**config.mk**
```make
export PLATFORM = sky130hd
export DESIGN_NAME = abgs_fifo
export DESIGN_NICKNAME = d
export VERILOG_FILES = /design/src/sv/adaptive_background_subtract_macros.svh /design/src/sv/abgs_fifo.sv
export SDC_FILE = /design/constraint.sdc
export NUM_CORES = 1
export LEC_CHECK = 0
export BUFFER_PORTS_ARGS = -buffer_cell sky130_fd_sc_hd__buf_2
export CAP_MARGIN = 20
export CORE_ASPECT_RATIO = 2
export CORE_MARGIN = 2
export CORE_UTILIZATION = 40
export DETAILED_ROUTE_END_ITERATION = 10
export PLACE_DENSITY_LB_ADDON = 0.12
export SLEW_MARGIN = 15
export SYNTH_ARGS = -nofsm -noshare
export SYNTH_HDL_FRONTEND = slang
export SYNTH_SLANG_ARGS = --single-unit
```
**constraint.sdc**
```tcl
create_clock -name clock -period 2.6 [get_ports clock]
set_clock_uncertainty 0.1 [all_clocks]
set_input_delay 0.13 -clock clock [delete_from_list [all_inputs] [get_ports clock]]
set_output_delay 0.13 -clock clock [all_outputs]
set_load 0.005 [all_outputs]
```
**src/sv/adaptive_background_subtract_macros.svh**
```systemverilog
// Assertion macros shared by the background subtraction RTL.
// Depends on nothing; asserting modules name their clock "clock" and reset "reset".
`ifndef ADAPTIVE_BACKGROUND_SUBTRACT_MACROS_SVH
`define ADAPTIVE_BACKGROUND_SUBTRACT_MACROS_SVH
`ifndef SYNTH
`define ABGS_ASSERT(lbl, prop) \
   lbl: assert property (@(posedge clock) disable iff (reset) prop) \
      else $error("abgs assertion failed");
`define ABGS_ASSERT_NEXT(lbl, ante, cons) \
   lbl: assert property (@(posedge clock) disable iff (reset) (ante) |=> (cons)) \
      else $error("abgs assertion failed");
`else
`define ABGS_ASSERT(lbl, prop)
`define ABGS_ASSERT_NEXT(lbl, ante, cons)
`endif
`endif

```
**src/sv/abgs_fifo.sv**
```systemverilog
// Small register queue with push/full and pop/empty sides.
// Depends on nothing.
module abgs_fifo #(
   parameter int WIDTH = 8,
   parameter int DEPTH = 4
) (
   input  logic             clock,
   input  logic             reset,
   input  logic             push,
   output logic             full,
   input  logic [WIDTH-1:0] data_in,
   input  logic             pop,
   output logic             empty,
   output logic [WIDTH-1:0] data_out
);

   localparam int PW = (DEPTH > 1) ? $clog2(DEPTH) : 1;
   localparam int NW = $clog2(DEPTH + 1);

   logic [WIDTH-1:0] slot_ff [DEPTH];
   logic [PW-1:0]    wr_ptr_ff, wr_ptr_in, rd_ptr_ff, rd_ptr_in;
   logic [NW-1:0]    count_ff, count_in;
   logic             do_push, do_pop;

   assign full     = (count_ff == NW'(DEPTH));
   assign empty    = (count_ff == '0);
   assign do_push  = push && !full;
   assign do_pop   = pop && !empty;
   assign data_out = slot_ff[rd_ptr_ff];

   always_comb begin
      wr_ptr_in = wr_ptr_ff;
      rd_ptr_in = rd_ptr_ff;
      count_in  = count_ff;
      if (do_push) begin
         wr_ptr_in = (wr_ptr_ff == PW'(DEPTH - 1)) ? '0 : wr_ptr_ff + PW'(1);
      end
      if (do_pop) begin
         rd_ptr_in = (rd_ptr_ff == PW'(DEPTH - 1)) ? '0 : rd_ptr_ff + PW'(1);
      end
      if (do_push && !do_pop) begin
         count_in = count_ff + NW'(1);
      end else if (do_pop && !do_push) begin
         count_in = count_ff - NW'(1);
      end
   end

   always_ff @(posedge clock) begin
      if (reset) begin
         wr_ptr_ff <= '0;
         rd_ptr_ff <= '0;
         count_ff  <= '0;
      end else begin
         wr_ptr_ff <= wr_ptr_in;
         rd_ptr_ff <= rd_ptr_in;
         count_ff  <= count_in;
      end
   end

   always_ff @(posedge clock) begin
      if (do_push) begin
         slot_ff[wr_ptr_ff] <= data_in;
      end
   end

endmodule

```
==> reports/qor.txt, run 1 <==
Worst slew margin: 63.14%
Syn Area/Cell: 17.88 um2
Worst Path Buf+Inv: 2
Post-synthesis adder-cell area fraction: 5.779%
CP startpoint kind: flop
# port buffers: 21
Placed cell areas: 1792 um2
Post-Route Setup TNS: 0 ns
Outcome: completed
Commonest non-fill, non-tap cell in the layout: edfxtp_1
Synth top area share: 58.40%
Final nets: 143
Die height: 94.70 um
Total number of vias: 856
Antenna cell count: 0
Largest family of logic cells by synthesized area: multiplexers
Worst-margin pin slew: 0.5521 ns
Post-Synth XOR/XNOR Area: 1.065%
Worst R2R Start: count_ff[0]
Mapped Nets: 111
HPWL after detailed placement: 1730 um
Hold path depth: 2
Final-report max-slew violation count: 0
Compound-cell area share of the yosys netlist: 3.042%
Hold Startpoint: reset
Worst R2R Path Depth: 9
First-pass GRT wire length: 4229 um
Pre-antenna DRT Iters: 2
Post-synthesis mux area share: 12.17%
Row count: 33
Flop2flop setup slack: 0.24 ns
Post-route cell area: 1961 um2
IO Count: 22
Antenna violations before repair: 0
Final Hold Fails: 0
Peak fanout along the critical path: 7
Initial core utilization: 41.08%
DR WL/cell: 14.51 um
Synth area leader: edfxtp_1
Root Buffer: clkbuf_8
Synth top area cells: edfxtp_1 (58%), dfxtp_1 (11%), mux4_2 (11%), ha_1 (4.6%), and3_2 (1.8%)
Vias/cell: 4.836
Netlist cell types: 26
Terminus of the critical flop-to-flop path: count_ff[2]
GRT Residual Overflow: 0
Slowest-stage cell, CP: dfxtp_1
Fmax: 423.9 MHz
DRC: 0
Simple-gate share of the synthesized area: 5.703%
H-tree depth: 2
Initial drt markers: 11
Pwr Density: 849.4 nW/um2
Layout cells sized above 1: 36.80%
Final wirelength: 2569 um
Area grow syn2layout: 19.16%
Setup violations, final: 0
Gpl congestion: 0.7198
RSZ-0062 raised after global routing: false
Final worst-path cycle share: 90.73%
Hold crit path type: input port to flop
Hold EP: count_ff[2]
Lkg Pwr: 0.7268 nW
CTS tree: done
Total CTS buffers: 5
Most frequent cells in the layout: edfxtp_1 (32), buf_2 (21), dfxtp_1 (9)
Core Region: 4005 um2
Largest net degree at the start of global routing: 14
Worst-path clk slew: 0.07 ns
Slowest stage delay, CP: 0.45 ns
VDD IR max: 0.0004697 V
Chip width: 49.35 um
Critical setup path kind: flop to flop
Synth Warn #: 0
Post-synthesis cell count: 92
Post-route antenna net violation count: 0
Worst hold slack: 0.03223 ns
Clk buf depth: 2
Max-Cap Viols: 0
Clk sinks: 41
Sequential area share after synthesis: 69.35%
Global-route total usage across every layer: 12.75%
Final min period: 2.359 ns
Worst skew pair latency: 0.28 ns
CP endpoint kind: flop
CP required: 2.72 ns
Worst EP arrival: 2.48 ns
Netlist Area Pre-Place: 1645 um2
Critical path, cell by cell: or3b_4 > clkinv_4 > nor2_2 > ha_1 > inv_1 > fa_1 > xor2_1 > or3_2 > a21oi_1
Area of the die: 4673 um2
Seq cells post-synth: 41
Number of global-route vias before repair: 894
Cell family with most CP delay: simple AND/OR/NAND/NOR gates
==> area by class of cell <==
class,instances,area (um2)
repair buffers,29,185.2
clock buffers,5,68.82
inverters,5,23.77
clock inverters,3,17.52
flip-flops and latches,41,1141
fillers,366,2044
multi-input cells,42,459.2
well taps,52,65.06
==> worst max path at each step <==
| stage | start | end | cells after the start |
|---|---|---|---|
| final | count_ff[0] | count_ff[2] | 9 |
| after global routing | count_ff[0] | count_ff[2] | 9 |
| after CTS | count_ff[0] | count_ff[2] | 9 |
| after detailed placement | count_ff[0] | count_ff[2] | 9 |
| after global placement | count_ff[0] | count_ff[2] | 9 |
| after floorplan | count_ff[0] | count_ff[2] | 10 |
==> report_power, final <==
group / total [mW] / switching [mW] / internal [mW]
logic: 0.394 / 0.171 / 0.223
clock network: 0.392 / 0.207 / 0.185
registers: 0.879 / 0.0795 / 0.799
total: 1.67 / 0.458 / 1.21
==> per-layer routing <==
layer / wire length (um) / track usage (%) / vias up
met3: 99 / 3.797 / 7
met2: 1329 / 21.40 / 19
met1: 1087 / 14.56 / 416
met5: 0 / 0 / -
met4: 52 / 6.429 / 0
li1: - / - / 414
==> through the flow <==
| stage | cells | util (%) | setup slack (ns) | power [mW] |
|---|---|---|---|---|
| after floorplan | 92 | - | 0.3366 | 1.155 |
| after global placement | 161 | 44.74 | 0.2013 | 1.281 |
| after detailed placement | 161 | 44.74 | 0.1374 | 1.285 |
| after CTS | 177 | 48.89 | 0.1204 | 1.687 |
| after global routing | 177 | 48.95 | 0.05085 | 1.774 |
| final | 177 | 48.95 | 0.2410 | 1.665 |
==> flip-flops by register name, indices dropped and copies added (netlist names), named ones only <==
name	flops
wr_ptr_ff	2
rd_ptr_ff	2
slot_ff	32
count_ff	3
==> timing repair <==
action	CTS	global route
gates resized for setup	0	1
buffers inserted	0	0
hold buffers	8	0
hold endpoints to repair	32	0
setup endpoints to repair	0	1
==> synthesized netlist by cell type, drive strengths merged <==
cell type  instances
nand2              1
mux2i              2
clkinv             1
o31ai              2
a21oi              3
nor3               2
xor2               2
edfxtp            32
dfxtp              9
clkbuf             1
buf                3
ha                 6
nor2               4
and3               4
or3                2
inv                4
or3b               1
nand3              2
o21ai              2
mux4               8
fa                 1
==> cells by family after synthesis <==
| kind of cell | Yosys count |
|---|---|
| flops | 41 |
| compound gates | 7 |
| fa+ha+maj | 7 |
| buf+inv | 9 |
| xor+xnor | 2 |
| simple gates | 16 |
| mux | 10 |
Note: power is estimated with default switching activity, not from simulation.
==> inputs of run 2 (changes only) <==
==> constraint.sdc (replaced) <==
create_clock -name clock -period 2.6 [get_ports clock]
set_clock_uncertainty 0.1 [all_clocks]
set_input_delay 0.39 -clock clock [delete_from_list [all_inputs] [get_ports clock]]
set_output_delay 0.39 -clock clock [all_outputs]
set_load 0.005 [all_outputs]
==> run 2 against run 1 <==
  * Largest power group unchanged
  * Maximum frequency about the same
  * Critical endpoint unchanged
  * Sequential share of layout area grew 2.5 points
  * Combinational power is 2% lower
  * Die area is the same
  * Critical path depth unchanged
==> reports/qor.txt, run 2 (same netlist as run 1, synthesis figures left out) <==
Clk sinks: 41 (unchanged)
Critical setup path kind: flop to flop
Die height: 94.70 um (unchanged)
Commonest non-fill, non-tap cell in the layout: edfxtp_1
Gpl congestion: 0.7198 (unchanged)
Lkg Pwr: 0.6934 nW (-4.6%)
Final wirelength: 2525 um (-1.7%)
First-pass GRT wire length: 4119 um (-2.6%)
Area of the die: 4673 um2 (unchanged)
CP startpoint kind: flop
Final worst-path cycle share: 90.73% (about the same)
CP endpoint kind: flop
Row count: 33 (unchanged)
Total number of vias: 824 (-3.7%)
Global-route total usage across every layer: 12.47% (-0.27 points)
Pwr Density: 880.8 nW/um2 (+3.7%)
Outcome: completed
Number of global-route vias before repair: 859 (-3.9%)
Initial core utilization: 41.08% (unchanged)
Layout cells sized above 1: 39.32% (+2.5 points)
Most Crowded Layer GR: met2
Post-route antenna net violation count: 0 (unchanged)
Most frequent cells in the layout: edfxtp_1 (32), buf_2 (21), dfxtp_1 (9)
Total CTS buffers: 5 (unchanged)
Met2 Usage GRT: 20.72% (-0.68 points)
Initial drt markers: 12 (+1)
Worst slew margin: 62.97% (-0.17 points)
Worst EP arrival: 2.48 ns (about the same)
Hold crit path type: input port to flop
Setup violations, final: 0 (unchanged)
Worst-margin pin slew: 0.5546 ns (+0.002546 ns)
Largest Register: slot_ff
Max reg flops: 32 (unchanged)
Peak fanout along the critical path: 7 (unchanged)
Final Hold Fails: 0 (unchanged)
CTS tree: done
FILL cells: 372 (+1.6%)
Multi-input logic area: 459.2 um2 (unchanged)
VDD IR max: 0.0004695 V (about the same)
Max-Cap Viols: 0 (unchanged)
Largest net degree at the start of global routing: 14 (unchanged)
Vias/cell: 4.876 (+0.82%)
Final min period: 2.359 ns (-0.00008700 ns)
Dpl cells: 161 (unchanged)
Root Buffer: clkbuf_8
Post-route cell area: 1881 um2 (-4.1%)
RSZ-0062 raised after global routing: false
Post-cts hold buffer count: 0 (-8)
Antenna cell count: 0 (unchanged)
# port buffers: 21 (unchanged)
Chip width: 49.35 um (unchanged)
Core Region: 4005 um2 (unchanged)
Final nets: 135 (-5.6%)
CP required: 2.72 ns (about the same)
GRT Residual Overflow: 0 (unchanged)
# resized after CTS: 0 (unchanged)
GR Layer Usage met1: 14.13% (-0.43 points)
Worst hold slack: 0.2173 ns (+0.1850 ns)
DR WL/cell: 14.94 um (+2.9%)
Post-CTS Setup Inserts: 0 (unchanged)
Clk buf depth: 2 (unchanged)
Worst-path clk slew: 0.08 ns (about the same)
Antenna violations before repair: 0 (unchanged)
Post-Route Setup TNS: 0 ns (unchanged)
IO Count: 22 (unchanged)
Final-report max-slew violation count: 0 (unchanged)
Largest regs: slot_ff: 32 flops, count_ff: 3 flops
H-tree depth: 2 (unchanged)
HPWL after detailed placement: 1730 um (unchanged)
Placed cell areas: 1792 um2 (unchanged)
Fin cells: 169 (-4.5%)
Met3 usage: 4.114% (+0.32 points)
Area grow syn2layout: 14.30%
Worst skew pair latency: 0.28 ns (about the same)
Fmax: 423.9 MHz (about the same)
DRC: 0 (unchanged)
Pre-antenna DRT Iters: 2 (unchanged)
FF/Latch Area: 1141 um2 (unchanged)
-- run 2: area by class of cell --
cell class	count	area share [%]
tap	52	3.460
multi-input combinational	42	24.42
clock inverter	3	0.9315
inverter	5	1.264
timing repair buffer	21	5.589
clock buffer	5	3.659
sequential	41	60.68
-- run 2: layer usage --
metal	vias to the layer above	wire length, um
met4	0	52
met3	7	121
li1	397	-
met2	19	1308
met5	-	0
met1	401	1043
-- run 2: through the flow --
| stage | util [%] | power (mW) | setup slack (ns) |
|---|---|---|---|
| finish | 46.95 | 1.656 | 0.2411 |
| global route | 46.95 | 1.764 | 0.05085 |
| floorplan | - | 1.155 | 0.3366 |
| global placement | 44.74 | 1.281 | 0.2013 |
| detailed placement | 44.74 | 1.285 | 0.1374 |
| CTS | 46.89 | 1.678 | 0.1204 |
-- run 2: critical path, stage by stage (launching register included) --
cell	delay [ns]
dfxtp_1	0.45
or3b_4	0.23
clkinv_4	0.06
nor2_2	0.12
ha_1	0.19
inv_1	0.06
fa_1	0.38
xor2_1	0.16
or3_2	0.41
a21oi_1	0.14
-- run 2: worst paths after layout --
path                startpoint            end  slack, ns  cells past startpoint
hold / removal      data_in[6]  slot_ff[1][6]       0.22                      1
setup / recovery   count_ff[0]    count_ff[2]       0.24                      9
hold reg to reg   rd_ptr_ff[0]   rd_ptr_ff[0]       0.40                      2
setup reg to reg   count_ff[0]    count_ff[2]       0.24                      9
-- run 2: power by group --
part,total (mW),switching (mW),internal [mW],leakage [nW]
logic,0.385,0.170,0.216,0.281
registers,0.879,0.0798,0.799,0.367
clock network,0.392,0.207,0.185,0.0455
