File: src/sv/adaptive_background_subtract_macros.svh
// Assertion macros shared by the background subtraction RTL.
// Depends on nothing; asserting modules name their clock "clock" and reset "reset".
`ifndef ADAPTIVE_BACKGROUND_SUBTRACT_MACROS_SVH
`define ADAPTIVE_BACKGROUND_SUBTRACT_MACROS_SVH
`ifndef SYNTH
`define ABGS_ASSERT(lbl, prop) \
   lbl: assert property (@(posedge clock) disable iff (reset) prop) \
      else $error("abgs assertion failed");
`define ABGS_ASSERT_NEXT(lbl, ante, cons) \
   lbl: assert property (@(posedge clock) disable iff (reset) (ante) |=> (cons)) \
      else $error("abgs assertion failed");
`else
`define ABGS_ASSERT(lbl, prop)
`define ABGS_ASSERT_NEXT(lbl, ante, cons)
`endif
`endif

File: src/sv/abgs_pkg.sv
// Types, register codes and defaults for the background subtraction block.
// Depends on nothing.
package abgs_pkg;

   localparam int MAX_WIDTH_DEFAULT  = 1024;
   localparam int MAX_HEIGHT_DEFAULT = 512;
   localparam int QUEUE_DEPTH        = 4;
   localparam int RESULT_DEPTH       = 2;

   localparam int CSR_INDEX_W = 3;
   localparam int CSR_DATA_W  = 11;

   localparam logic [CSR_INDEX_W-1:0] CSR_UPDATE_THRESHOLD = 3'd0;
   localparam logic [CSR_INDEX_W-1:0] CSR_STEP_UP          = 3'd1;
   localparam logic [CSR_INDEX_W-1:0] CSR_BAND_ROWS        = 3'd2;
   localparam logic [CSR_INDEX_W-1:0] CSR_IMAGE_WIDTH      = 3'd3;
   localparam logic [CSR_INDEX_W-1:0] CSR_IMAGE_HEIGHT     = 3'd4;
   localparam logic [CSR_INDEX_W-1:0] CSR_ADAPTIVE_ENABLE  = 3'd5;

   localparam logic [7:0]  RESET_UPDATE_THRESHOLD = 8'd50;
   localparam logic [7:0]  RESET_STEP_UP          = 8'd2;
   localparam logic [9:0]  RESET_BAND_ROWS        = 10'd40;
   localparam logic [10:0] RESET_IMAGE_WIDTH      = 11'd640;
   localparam logic [9:0]  RESET_IMAGE_HEIGHT     = 10'd480;
   localparam logic        RESET_ADAPTIVE_ENABLE  = 1'b1;

   typedef struct packed {
      logic [7:0]  update_threshold;
      logic [7:0]  step_up;
      logic [9:0]  band_rows;
      logic [10:0] image_width;
      logic [9:0]  image_height;
      logic        adaptive_enable;
   } csr_type;

   typedef struct packed {
      logic [7:0] pixel;
      logic       capture;
      logic       in_band;
      logic       last;
   } item_type;

   typedef struct packed {
      logic [7:0] foreground;
      logic       frame_end;
   } result_type;

endpackage

File: src/sv/abgs_front.sv
// Front end: accepts pixels, tracks raster position, band and capture state.
// Depends on abgs_pkg and the assertion macro header.
`include "adaptive_background_subtract_macros.svh"

module abgs_front #(
   parameter int MAX_WIDTH  = abgs_pkg::MAX_WIDTH_DEFAULT,
   parameter int MAX_HEIGHT = abgs_pkg::MAX_HEIGHT_DEFAULT
) (
   input  logic                                    clock,
   input  logic                                    reset,
   input  abgs_pkg::csr_type                       csr,
   input  logic                                    push,
   input  logic                                    full,
   input  logic [7:0]                              pixel,
   input  logic                                    capture_request,
   output logic                                    q_push,
   output logic [$clog2(MAX_WIDTH*MAX_HEIGHT)-1:0] q_addr,
   output abgs_pkg::item_type                      q_item
);

   localparam int CW = $clog2(MAX_WIDTH);
   localparam int RW = $clog2(MAX_HEIGHT);
   localparam int AW = $clog2(MAX_WIDTH * MAX_HEIGHT);
   localparam int XW = ((CW > 11) ? CW : 11) + 1;
   localparam int YW = ((RW > 10) ? RW : 10) + 2;

   logic [CW-1:0] col_ff, col_in;
   logic [RW-1:0] row_ff, row_in;
   logic [RW-1:0] band_start_ff, band_start_in;
   logic [AW-1:0] row_base_ff, row_base_in;
   logic          capture_pending_ff, capture_pending_in;
   logic          reference_valid_ff, reference_valid_in;
   logic          capture_frame_ff, capture_frame_in;

   logic          accept, frame_start, col_wrap, row_wrap, in_band;
   logic [XW-1:0] w_eff;
   logic [YW-1:0] h_eff, band_end, band_next;

   assign accept      = push && !full;
   assign frame_start = (col_ff == '0) && (row_ff == '0);

   always_comb begin
      if (csr.image_width == '0) begin
         w_eff = XW'(1);
      end else if (XW'(csr.image_width) > XW'(MAX_WIDTH)) begin
         w_eff = XW'(MAX_WIDTH);
      end else begin
         w_eff = XW'(csr.image_width);
      end
      if (csr.image_height == '0) begin
         h_eff = YW'(1);
      end else if (YW'(csr.image_height) > YW'(MAX_HEIGHT)) begin
         h_eff = YW'(MAX_HEIGHT);
      end else begin
         h_eff = YW'(csr.image_height);
      end
   end

   assign col_wrap = (XW'(col_ff) + XW'(1)) >= w_eff;
   assign row_wrap = (YW'(row_ff) + YW'(1)) >= h_eff;

   always_comb begin
      band_next = YW'(band_start_ff) + YW'(csr.band_rows);
      band_end  = (band_next > h_eff) ? h_eff : band_next;
      in_band   = csr.adaptive_enable && (YW'(row_ff) >= YW'(band_start_ff))
                  && (YW'(row_ff) < band_end);
   end

   always_comb begin
      col_in             = col_ff;
      row_in             = row_ff;
      row_base_in        = row_base_ff;
      band_start_in      = band_start_ff;
      capture_pending_in = capture_pending_ff;
      reference_valid_in = reference_valid_ff;
      capture_frame_in   = capture_frame_ff;
      if (accept) begin
         if (frame_start) begin
            capture_frame_in   = !reference_valid_ff || capture_pending_ff;
            reference_valid_in = 1'b1;
            capture_pending_in = 1'b0;
         end
         if (capture_request) begin
            capture_pending_in = 1'b1;
         end
         if (col_wrap) begin
            col_in = '0;
            if (row_wrap) begin
               row_in        = '0;
               row_base_in   = '0;
               band_start_in = (band_next >= h_eff) ? '0 : band_next[RW-1:0];
            end else begin
               row_in      = row_ff + RW'(1);
               row_base_in = row_base_ff + AW'(MAX_WIDTH);
            end
         end else begin
            col_in = col_ff + CW'(1);
         end
      end
   end

   always_ff @(posedge clock) begin
      if (reset) begin
         col_ff             <= '0;
         row_ff             <= '0;
         row_base_ff        <= '0;
         band_start_ff      <= '0;
         capture_pending_ff <= 1'b0;
         reference_valid_ff <= 1'b0;
         capture_frame_ff   <= 1'b0;
      end else begin
         col_ff             <= col_in;
         row_ff             <= row_in;
         row_base_ff        <= row_base_in;
         band_start_ff      <= band_start_in;
         capture_pending_ff <= capture_pending_in;
         reference_valid_ff <= reference_valid_in;
         capture_frame_ff   <= capture_frame_in;
      end
   end

   assign q_push         = accept;
   assign q_addr         = row_base_ff + AW'(col_ff);
   assign q_item.pixel   = pixel;
   assign q_item.capture = frame_start ? (!reference_valid_ff || capture_pending_ff)
                                       : capture_frame_ff;
   assign q_item.in_band = in_band;
   assign q_item.last    = col_wrap && row_wrap;

   `ABGS_ASSERT_NEXT(a_frame_end_restarts, accept && q_item.last,
                     col_ff == '0 && row_ff == '0 && row_base_ff == '0)
   `ABGS_ASSERT(a_band_needs_enable, (accept && q_item.in_band) |-> csr.adaptive_enable)
   `ABGS_ASSERT(a_first_frame_captured,
                (accept && !reference_valid_ff) |-> (frame_start && q_item.capture))

endmodule

File: config.mk
export PLATFORM = sky130hd
export DESIGN_NAME = abgs_front
export DESIGN_NICKNAME = d
export VERILOG_FILES = /design/src/sv/abgs_pkg.sv /design/src/sv/abgs_front.sv
export VERILOG_INCLUDE_DIRS = /design/src /design/src/sv
export SDC_FILE = /design/constraint.sdc
export NUM_CORES = 1
export LEC_CHECK = 0
export BUFFER_PORTS_ARGS = -buffer_cell sky130_fd_sc_hd__buf_4
export CAP_MARGIN = 20
export CORE_ASPECT_RATIO = 1.25
export CORE_MARGIN = 2
export CORE_UTILIZATION = 45
export CTS_CLUSTER_DIAMETER = 100
export DETAILED_ROUTE_END_ITERATION = 7
export PLACE_DENSITY_LB_ADDON = 0.25
export SLEW_MARGIN = 20
export SYNTH_ARGS = -nofsm -noshare
export SYNTH_HDL_FRONTEND = slang
export SYNTH_SLANG_ARGS = --single-unit
File: constraint.sdc
create_clock -name clock -period 12.1 [get_ports clock]
set_clock_uncertainty 0.1 [all_clocks]
set_input_delay 0 -clock clock [delete_from_list [all_inputs] [get_ports clock]]
set_output_delay 0 -clock clock [all_outputs]
set_load 0.01 [all_outputs]
==> flow_results.xml, run 1 <==
<?xml version="1.0" encoding="UTF-8"?>
<metrics>
  <group name="power">
    <metric name="power.share.combinational" unit="">0.222</metric>
    <metric name="cellLeakagePower" unit="nW">2.02</metric>
    <metric name="power_per_cell_area" unit="nW/um2">73.6</metric>
    <metric name="vdd_drop_max" unit="uV">38.8</metric>
    <metric name="power.clock.fraction" unit="">0.361</metric>
    <metric name="sequential_cell_fraction_of_total_power" unit="">0.417</metric>
    <metric name="power.internal" unit="W">0.000228</metric>
    <metric name="switching_power" unit="W">0.0000926</metric>
    <metric name="netSwitchingFraction" unit="">0.289</metric>
  </group>
  <group name="logic_synthesis">
    <metric name="yosys-top-cells-count" unit="">61 x sky130_fd_sc_hd__ha_1, 46 x sky130_fd_sc_hd__nor2_1, 41 x sky130_fd_sc_hd__nand2_1</metric>
    <metric name="yosys.cell_types.count" unit="">58</metric>
    <metric name="synthCells" unit="">476</metric>
    <metric name="netlist_area_before_placement" unit="um2">3780</metric>
    <metric name="yosys_register_bits" unit="">40</metric>
    <metric name="yosys.cell_count.top_type" unit="">sky130_fd_sc_hd__ha_1</metric>
    <metric name="synth.top_cell.area_share" unit="">0.212</metric>
    <metric name="synth_warnings" unit="">0</metric>
    <metric name="synth_edf_count" unit="">0</metric>
    <metric name="dominantRegCellSynth" unit="">sky130_fd_sc_hd__dfxtp_1</metric>
    <metric name="synth_area_leaders" unit="">sky130_fd_sc_hd__dfxtp_1 21%, sky130_fd_sc_hd__ha_1 20%, sky130_fd_sc_hd__nor2_1 4.6%</metric>
    <metric name="async_reset_ff_frac" unit="">0</metric>
    <metric name="avgSynthCellArea" unit="um2">7.95</metric>
    <metric name="yosysSeqAreaShare" unit="">0.212</metric>
    <metric name="synth.largest_area_cell" unit="">sky130_fd_sc_hd__dfxtp_1</metric>
    <metric name="syn-num-nets" unit="">599</metric>
  </group>
  <group name="final_layout">
    <metric name="nNetsFinal" unit="">636</metric>
    <metric name="drive_above_1_share" unit="">0.158</metric>
    <metric name="num-fill-cells" unit="">800</metric>
    <metric name="syn_to_final_growth" unit="%">15.4</metric>
    <metric name="antenna_cells_inserted" unit="">0</metric>
    <metric name="final-instance-count-excl-fill" unit="">611</metric>
  </group>
  <group name="clock_tree">
    <metric name="clock_sink_count" unit="">40</metric>
    <metric name="cts-root-buf" unit="">sky130_fd_sc_hd__clkbuf_8</metric>
    <metric name="post_cts.resized_instances" unit="">0</metric>
    <metric name="clk_path_buf_depth" unit="">2</metric>
    <metric name="cts_htree_levels" unit="">2</metric>
    <metric name="clk_transition_reported_paths" unit="ps">90</metric>
    <metric name="cts_tree" unit="">done</metric>
    <metric name="insertion_delay" unit="ps">300</metric>
    <metric name="cts_inserted_buffers" unit="">5</metric>
  </group>
  <group name="timing">
    <metric name="final-setup-viol-count" unit="">0</metric>
    <metric name="clock.fmax" unit="GHz">0.185</metric>
    <metric name="remaining_max_slew_budget_at_the_tightest_pin" unit="">0.531</metric>
    <metric name="fin_worst_hold_slack" unit="ps">32.8</metric>
    <metric name="worst_slew_pin_slew" unit="ps">698</metric>
    <metric name="setup_total_negative_slack" unit="ps">0</metric>
    <metric name="timing.final.crit_share" unit="">0.447</metric>
    <metric name="finalWorstPathRequiredPeriod" unit="ps">5410</metric>
    <metric name="timing.final.max_slew_violations" unit="">0</metric>
    <metric name="setup_repair_after_global_routing_missed_its_margin" unit="">false</metric>
    <metric name="finalHoldViolations" unit="">0</metric>
  </group>
  <group name="placed_design">
    <metric name="placedCellCount" unit="">592</metric>
    <metric name="portBuffers" unit="">59</metric>
    <metric name="place_hpwl" unit="mm">7.31</metric>
    <metric name="gp_routability_congestion" unit="">0.886</metric>
  </group>
  <group name="detailed_routing">
    <metric name="number_of_drc_markers_in_iteration_0" unit="">175</metric>
    <metric name="remaining_design_rule_violation_count" unit="">0</metric>
    <metric name="drt_first_pass_iters" unit="">4</metric>
    <metric name="ant_nets" unit="">0</metric>
    <metric name="num_vias" unit="">3496</metric>
    <metric name="routedWlPerCell" unit="um">14.9</metric>
    <metric name="avgViaCountPerCell" unit="">5.72</metric>
    <metric name="finalWirelength" unit="mm">9.10</metric>
  </group>
  <group name="floorplan">
    <metric name="pin_count" unit="">92</metric>
    <metric name="rows" unit="">37</metric>
    <metric name="start_util" unit="">0.462</metric>
    <metric name="die_x" unit="um">86.0</metric>
    <metric name="fp.dieH" unit="um">107</metric>
    <metric name="floorplan.die_area" unit="um2">9160</metric>
    <metric name="coreArea" unit="um2">8190</metric>
  </group>
  <group name="run">
    <metric name="timing.max_cap.violations" unit="">0</metric>
  </group>
  <group name="critical_path">
    <metric name="path_max_fanout" unit="">12</metric>
    <metric name="critical-path-max-stage-delay" unit="ps">440</metric>
    <metric name="cp_data_required_time" unit="ps">12000</metric>
    <metric name="worstSetupEndpointType" unit="">output port</metric>
    <metric name="critical_path_arrival" unit="ps">5310</metric>
    <metric name="timing_worst_setup_path_type" unit="">reg2out</metric>
    <metric name="crit_path_cell_trace" unit="">ha_1 -&gt; a21o_1 -&gt; a21oi_1 -&gt; nor2b_1 -&gt; o21a_1 -&gt; o21ai_0 -&gt; xnor2_1 -&gt; ha_1 -&gt; nand3_1 -&gt; or4_4 -&gt; nand2_1 -&gt; a211oi_2 -&gt; nor2_2 -&gt; nor2b_1 -&gt; a31oi_1 -&gt; ha_1 -&gt; a21oi_1 -&gt; nor2b_1 -&gt; o21ai_0 -&gt; nand2b_1 -&gt; a21oi_1 -&gt; o211ai_1 -&gt; a31oi_1 -&gt; buf_4</metric>
    <metric name="cell_at_the_slowest_stage_of_the_critical_path" unit="">sky130_fd_sc_hd__or4_4</metric>
    <metric name="worst_setup_path_start_kind" unit="">flop</metric>
  </group>
  <group name="grt">
    <metric name="maximum_number_of_pins_on_one_net_before_global_route_repair" unit="">25</metric>
    <metric name="overflow_after_grt" unit="">0</metric>
    <metric name="number_of_global_route_vias_before_repair" unit="">3352</metric>
    <metric name="globalRouteTotalUtil" unit="">0.205</metric>
    <metric name="grt_pass1_wl" unit="mm">15.2</metric>
    <metric name="number_of_antenna_violations_at_the_first_check_in_global_routing" unit="">0</metric>
  </group>
  <group name="run_status">
    <metric name="run_status" unit="">finished, final reports clean</metric>
  </group>
  <group name="min_path">
    <metric name="timing.hold.worst.class" unit="">in2reg</metric>
  </group>
</metrics>
[registers in the layout, summed over array words and instances, names as in the netlist]
register,flops
band_start_ff,9
row_ff,9
capture_pending_ff,1
col_ff,10
reference_valid_ff,1
row_base_ff,9
capture_frame_ff,1
[cells in the final DEF (no fill, tap or decap), types with 7 or more instances in the layout]
cell type	n
sky130_fd_sc_hd__nand3_1	13
sky130_fd_sc_hd__dfxtp_1	40
sky130_fd_sc_hd__nor4_1	7
sky130_fd_sc_hd__nor2b_1	7
sky130_fd_sc_hd__ha_1	61
sky130_fd_sc_hd__buf_4	59
sky130_fd_sc_hd__and3_1	8
sky130_fd_sc_hd__inv_1	22
sky130_fd_sc_hd__nor2_1	46
sky130_fd_sc_hd__a21oi_1	23
sky130_fd_sc_hd__nand2b_1	10
sky130_fd_sc_hd__a31oi_1	7
sky130_fd_sc_hd__o21a_1	9
sky130_fd_sc_hd__a22o_1	10
sky130_fd_sc_hd__xnor2_1	14
sky130_fd_sc_hd__o211ai_1	8
sky130_fd_sc_hd__dlygate4sd3_1	11
sky130_fd_sc_hd__nand2_1	41
sky130_fd_sc_hd__o21ai_0	22
sky130_fd_sc_hd__a21o_1	12
sky130_fd_sc_hd__xor2_1	15
[routing by layer]
metal,wire [um],part of all wire,global-route usage
met4,226,0.025,0.0760
met1,3890,0.43,0.242
met2,4620,0.51,0.372
met5,0,0,0
met3,362,0.040,0.0248
[worst max-delay path: cells and delay by family, from the launching register on]
family,cells,cell delay [ps]
AO/OA/AOI/OAI,11,2030
AND/OR/NAND/NOR,8,1440
adder cells (fa/ha/maj),3,880
flip-flops,1,340
XOR/XNOR,1,150
buffers and inverters,1,150
[cell families (layout without fill, tap and decap cells)]
family          count (synthesis)  in the layout  share of synthesized area
xor+xnor                       29             29                     0.0671
buf+inv                        63            101                     0.0790
mux                             6              6                     0.0162
simple gates                  159            159                      0.211
flops                          40             40                      0.212
fa+ha+maj                      62             62                      0.207
compound gates                117            117                      0.208
[metrics by stage]
step           total power [W]  cell area, um2  setup WS [ps]   util
3_5_place_dp          0.000204            4140           6990  0.505
5_1_grt               0.000335            4370           6240  0.533
3_3_place_gp          0.000202            4140           7050  0.505
4_1_cts               0.000323            4360           6640  0.532
2_1_floorplan         0.000185            3780           7820      -
6_report              0.000321            4370           6690  0.533
[cell type report]
cell class,count,area (um2),share of cell area
tap,97,121,0.0278
clock buffer,5,68.8,0.0158
sequential,40,801,0.183
inverter,23,86.3,0.0198
multi-input combinational,373,2690,0.616
timing repair buffer,70,553,0.127
clock inverter,3,46.3,0.0106
[power by group through the flow]
stage | sequential [W] | clock (W) | combinational [W]
final | 0.000134 | 0.000116 | 0.0000712
after global routing | 0.000134 | 0.000122 | 0.0000793
after CTS | 0.000134 | 0.000118 | 0.0000711
after detailed placement | 0.000137 | 0 | 0.0000671
after global placement | 0.000137 | 0 | 0.0000653
after floorplan | 0.000137 | 0 | 0.0000486
[final timing paths]
check / start / endpoint / slack [ps] / cells after the start
worst max register to register: col_ff[0] / row_ff[7] / 8180 / 14
worst min register to register: reference_valid_ff / reference_valid_ff / 390 / 2
worst min-delay path: csr[22] / band_start_ff[0] / 30 / 4
worst max-delay path: band_start_ff[1] / q_item[1] / 6690 / 24
[timing repair]
action	CTS	global route
buffers inserted	0	0
endpoints found under the hold margin	28	0
hold buffers	11	0
(Power assumes the default switching activity.)
==> run 2: changes to the inputs <==
Settings changed: ABC_AREA from default to 1.
Clock period 12.1 ns to 4.8 ns, I/O delays scaled along.
==> flow_results.xml, run 2 <==
<?xml version="1.0" encoding="UTF-8"?>
<metrics>
  <group name="floorplan">
    <metric name="die_x" unit="um">87.6</metric>
    <metric name="start_util" unit="">0.457</metric>
    <metric name="pin_count" unit="">92</metric>
    <metric name="rows" unit="">38</metric>
    <metric name="floorplan.die_area" unit="um2">9510</metric>
    <metric name="fp.dieH" unit="um">109</metric>
    <metric name="coreArea" unit="um2">8610</metric>
  </group>
  <group name="power">
    <metric name="switching_power" unit="W">0.000247</metric>
    <metric name="power_per_cell_area" unit="nW/um2">166</metric>
    <metric name="vdd_drop_max" unit="uV">86.8</metric>
    <metric name="netSwitchingFraction" unit="">0.325</metric>
    <metric name="sequential_cell_fraction_of_total_power" unit="">0.443</metric>
    <metric name="power.share.combinational" unit="">0.254</metric>
    <metric name="cellLeakagePower" unit="nW">2.26</metric>
    <metric name="power.internal" unit="W">0.000513</metric>
    <metric name="power.clock.fraction" unit="">0.303</metric>
  </group>
  <group name="critical_path">
    <metric name="critical_path_arrival" unit="ps">4370</metric>
    <metric name="timing_worst_setup_path_type" unit="">reg2out</metric>
    <metric name="worstSetupEndpointType" unit="">output port</metric>
    <metric name="endpoint" unit="">q_item[1]</metric>
    <metric name="critical-path-max-stage-delay" unit="ps">400</metric>
    <metric name="cell_at_the_slowest_stage_of_the_critical_path" unit="">sky130_fd_sc_hd__fa_1</metric>
    <metric name="critPathMostFrequentCell" unit="">sky130_fd_sc_hd__inv_1</metric>
    <metric name="startpoint" unit="">band_start_ff[0]</metric>
    <metric name="critical-path-top-delay-family" unit="">adder cells</metric>
    <metric name="path_max_fanout" unit="">10</metric>
    <metric name="worst_setup_path_start_kind" unit="">flop</metric>
    <metric name="endpoint_of_the_lowest_slack_register_to_register_path" unit="">band_start_ff[1]</metric>
    <metric name="ff2ff_setup_slack" unit="ps">950</metric>
    <metric name="critical_path.reg2reg.startpoint" unit="">col_ff[0]</metric>
    <metric name="critPathBufInv" unit="">6</metric>
    <metric name="timing.critical_path.depth" unit="">27</metric>
    <metric name="cp_data_required_time" unit="ps">4700</metric>
    <metric name="r2r_cells" unit="">19</metric>
  </group>
  <group name="clock_tree">
    <metric name="postCtsSetupBuffers" unit="">0</metric>
    <metric name="insertion_delay" unit="ps">310</metric>
    <metric name="cts_htree_levels" unit="">2</metric>
    <metric name="clock_sink_count" unit="">40</metric>
    <metric name="clk_path_buf_depth" unit="">2</metric>
    <metric name="clk_transition_reported_paths" unit="ps">90</metric>
    <metric name="cts-root-buf" unit="">sky130_fd_sc_hd__clkbuf_8</metric>
    <metric name="cts_tree" unit="">done</metric>
    <metric name="cts_inserted_buffers" unit="">5</metric>
  </group>
  <group name="final_layout">
    <metric name="num-fill-cells" unit="">873</metric>
    <metric name="largest_reg_flops" unit="">10</metric>
    <metric name="antenna_cells_inserted" unit="">0</metric>
    <metric name="regMostFlops" unit="">col_ff</metric>
    <metric name="syn_to_final_growth" unit="%">16.1</metric>
    <metric name="final-instance-count-excl-fill" unit="">743</metric>
    <metric name="layout.cell_area.non_filler" unit="um2">4570</metric>
    <metric name="nNetsFinal" unit="">746</metric>
    <metric name="drive_above_1_share" unit="">0.149</metric>
    <metric name="final_cell_mix" unit="">106 x sky130_fd_sc_hd__nand2_1, 80 x sky130_fd_sc_hd__inv_1, 63 x sky130_fd_sc_hd__buf_4, 61 x sky130_fd_sc_hd__ha_1, 48 x sky130_fd_sc_hd__a21oi_1</metric>
    <metric name="final_common_cell" unit="">sky130_fd_sc_hd__nand2_1</metric>
  </group>
  <group name="placed_design">
    <metric name="place_hpwl" unit="mm">8.17</metric>
    <metric name="portBuffers" unit="">59</metric>
    <metric name="gp_routability_congestion" unit="">0.930</metric>
    <metric name="placedCellCount" unit="">725</metric>
    <metric name="placedInstanceArea" unit="um2">4370</metric>
  </group>
  <group name="timing">
    <metric name="finalWorstPathRequiredPeriod" unit="ps">4470</metric>
    <metric name="finalHoldViolations" unit="">0</metric>
    <metric name="remaining_max_slew_budget_at_the_tightest_pin" unit="">0.516</metric>
    <metric name="clock.fmax" unit="GHz">0.224</metric>
    <metric name="setup_total_negative_slack" unit="ps">0</metric>
    <metric name="worst_slew_pin_slew" unit="ps">723</metric>
    <metric name="setup_repair_after_global_routing_missed_its_margin" unit="">false</metric>
    <metric name="final-setup-viol-count" unit="">0</metric>
    <metric name="timing.final.crit_share" unit="">0.931</metric>
    <metric name="timing.final.max_slew_violations" unit="">0</metric>
  </group>
  <group name="logic_synthesis">
    <metric name="async_reset_ff_frac" unit="">0</metric>
    <metric name="netlist_area_before_placement" unit="um2">3930</metric>
    <metric name="yosysSeqAreaShare" unit="">0.204</metric>
    <metric name="yosys_register_bits" unit="">40</metric>
    <metric name="avgSynthCellArea" unit="um2">6.79</metric>
    <metric name="dominantRegCellSynth" unit="">sky130_fd_sc_hd__dfxtp_1</metric>
    <metric name="synth_area_leaders" unit="">sky130_fd_sc_hd__dfxtp_1 20%, sky130_fd_sc_hd__ha_1 19%, sky130_fd_sc_hd__nand2_1 10%</metric>
    <metric name="synth_warnings" unit="">0</metric>
    <metric name="synth_edf_count" unit="">0</metric>
    <metric name="synth.largest_area_cell" unit="">sky130_fd_sc_hd__dfxtp_1</metric>
    <metric name="yosys.cell_count.top_type" unit="">sky130_fd_sc_hd__nand2_1</metric>
    <metric name="synth.top_cell.area_share" unit="">0.204</metric>
    <metric name="yosys.cell_types.count" unit="">43</metric>
    <metric name="yosys-top-cells-count" unit="">106 x sky130_fd_sc_hd__nand2_1, 80 x sky130_fd_sc_hd__inv_1, 61 x sky130_fd_sc_hd__ha_1</metric>
    <metric name="synthCells" unit="">579</metric>
    <metric name="syn-num-nets" unit="">702</metric>
  </group>
  <group name="detailed_routing">
    <metric name="avgViaCountPerCell" unit="">5.19</metric>
    <metric name="finalWirelength" unit="mm">10.1</metric>
    <metric name="drt_first_pass_iters" unit="">6</metric>
    <metric name="num_vias" unit="">3854</metric>
    <metric name="number_of_drc_markers_in_iteration_0" unit="">172</metric>
    <metric name="routedWlPerCell" unit="um">13.5</metric>
    <metric name="ant_nets" unit="">0</metric>
    <metric name="remaining_design_rule_violation_count" unit="">0</metric>
  </group>
  <group name="grt">
    <metric name="globalRouteTotalUtil" unit="">0.218</metric>
    <metric name="grt_pass1_wl" unit="mm">16.4</metric>
    <metric name="maximum_number_of_pins_on_one_net_before_global_route_repair" unit="">26</metric>
    <metric name="number_of_antenna_violations_at_the_first_check_in_global_routing" unit="">0</metric>
    <metric name="overflow_after_grt" unit="">0</metric>
    <metric name="number_of_global_route_vias_before_repair" unit="">3642</metric>
  </group>
  <group name="run">
    <metric name="timing.max_cap.violations" unit="">0</metric>
  </group>
  <group name="run_status">
    <metric name="run_status" unit="">finished, final reports clean</metric>
  </group>
  <group name="min_path">
    <metric name="timing.hold.worst.class" unit="">in2reg</metric>
  </group>
</metrics>
==> run 2: cells by family after synthesis <==
logic type / synth area share
AND/OR/NAND/NOR: 0.268
flip-flops: 0.204
buffers and inverters: 0.127
XOR/XNOR: 0.0490
AO/OA/AOI/OAI: 0.153
adder cells (fa/ha/maj): 0.199
==> run 2: power groups by stage <==
stage	sequential [W]	clock (W)	combinational [W]
floorplan	0.000344	0	0.000127
global placement	0.000344	0	0.000178
detailed placement	0.000345	0	0.000183
CTS	0.000337	0.000235	0.000194
global route	0.000337	0.000246	0.000219
finish	0.000337	0.000230	0.000193
==> run 2: tightest hold or removal path: stages <==
cell	delay [ps]
sky130_fd_sc_hd__buf_4	90
sky130_fd_sc_hd__ha_1	140
sky130_fd_sc_hd__nand3_1	70
sky130_fd_sc_hd__a21oi_1	110
==> run 2: area by class of cell <==
cell class / instances / area [um2] / area share
multi-input cells: 418 / 2640 / 0.577
repair buffers: 74 / 583 / 0.128
clock buffers: 5 / 68.8 / 0.0151
well taps: 120 / 150 / 0.0329
clock inverters: 2 / 12.5 / 0.00274
flip-flops and latches: 40 / 801 / 0.175
inverters: 84 / 318 / 0.0696
==> run 2: per-stage QoR <==
step                power, W  hold slack, ps  worst slack, ps  utilization
floorplan           0.000471           -8.23             1200            -
global placement    0.000523           -99.9              745        0.508
CTS                 0.000766            35.3              324        0.531
global route        0.000803            47.8             30.8        0.531
finish              0.000760            40.2              331        0.531
detailed placement  0.000528           -99.9              680        0.508
==> run 2: routing by layer <==
| metal | part of all wire | GRT usage |
|---|---|---|
| met5 | 0 | 0 |
| met4 | 0.018 | 0.0593 |
| met3 | 0.036 | 0.0206 |
| met2 | 0.52 | 0.422 |
| met1 | 0.42 | 0.249 |
==> run 2: worst min-delay path by stage <==
stage	from	cells past startpoint	to
2_1_floorplan	pixel[7]	1	q_item[10]
3_3_place_gp	pixel[7]	0	q_item[10]
3_5_place_dp	pixel[7]	0	q_item[10]
4_1_cts	csr[22]	4	band_start_ff[0]
5_1_grt	csr[22]	4	band_start_ff[0]
6_report	csr[22]	4	band_start_ff[0]
==> run 2: what timing repair did <==
action                                  4_1_cts  5_1_grt
hold endpoints to repair                     25        0
endpoints found under the setup margin        0        1
resized for setup                             0        1
hold buffers                                 11        0
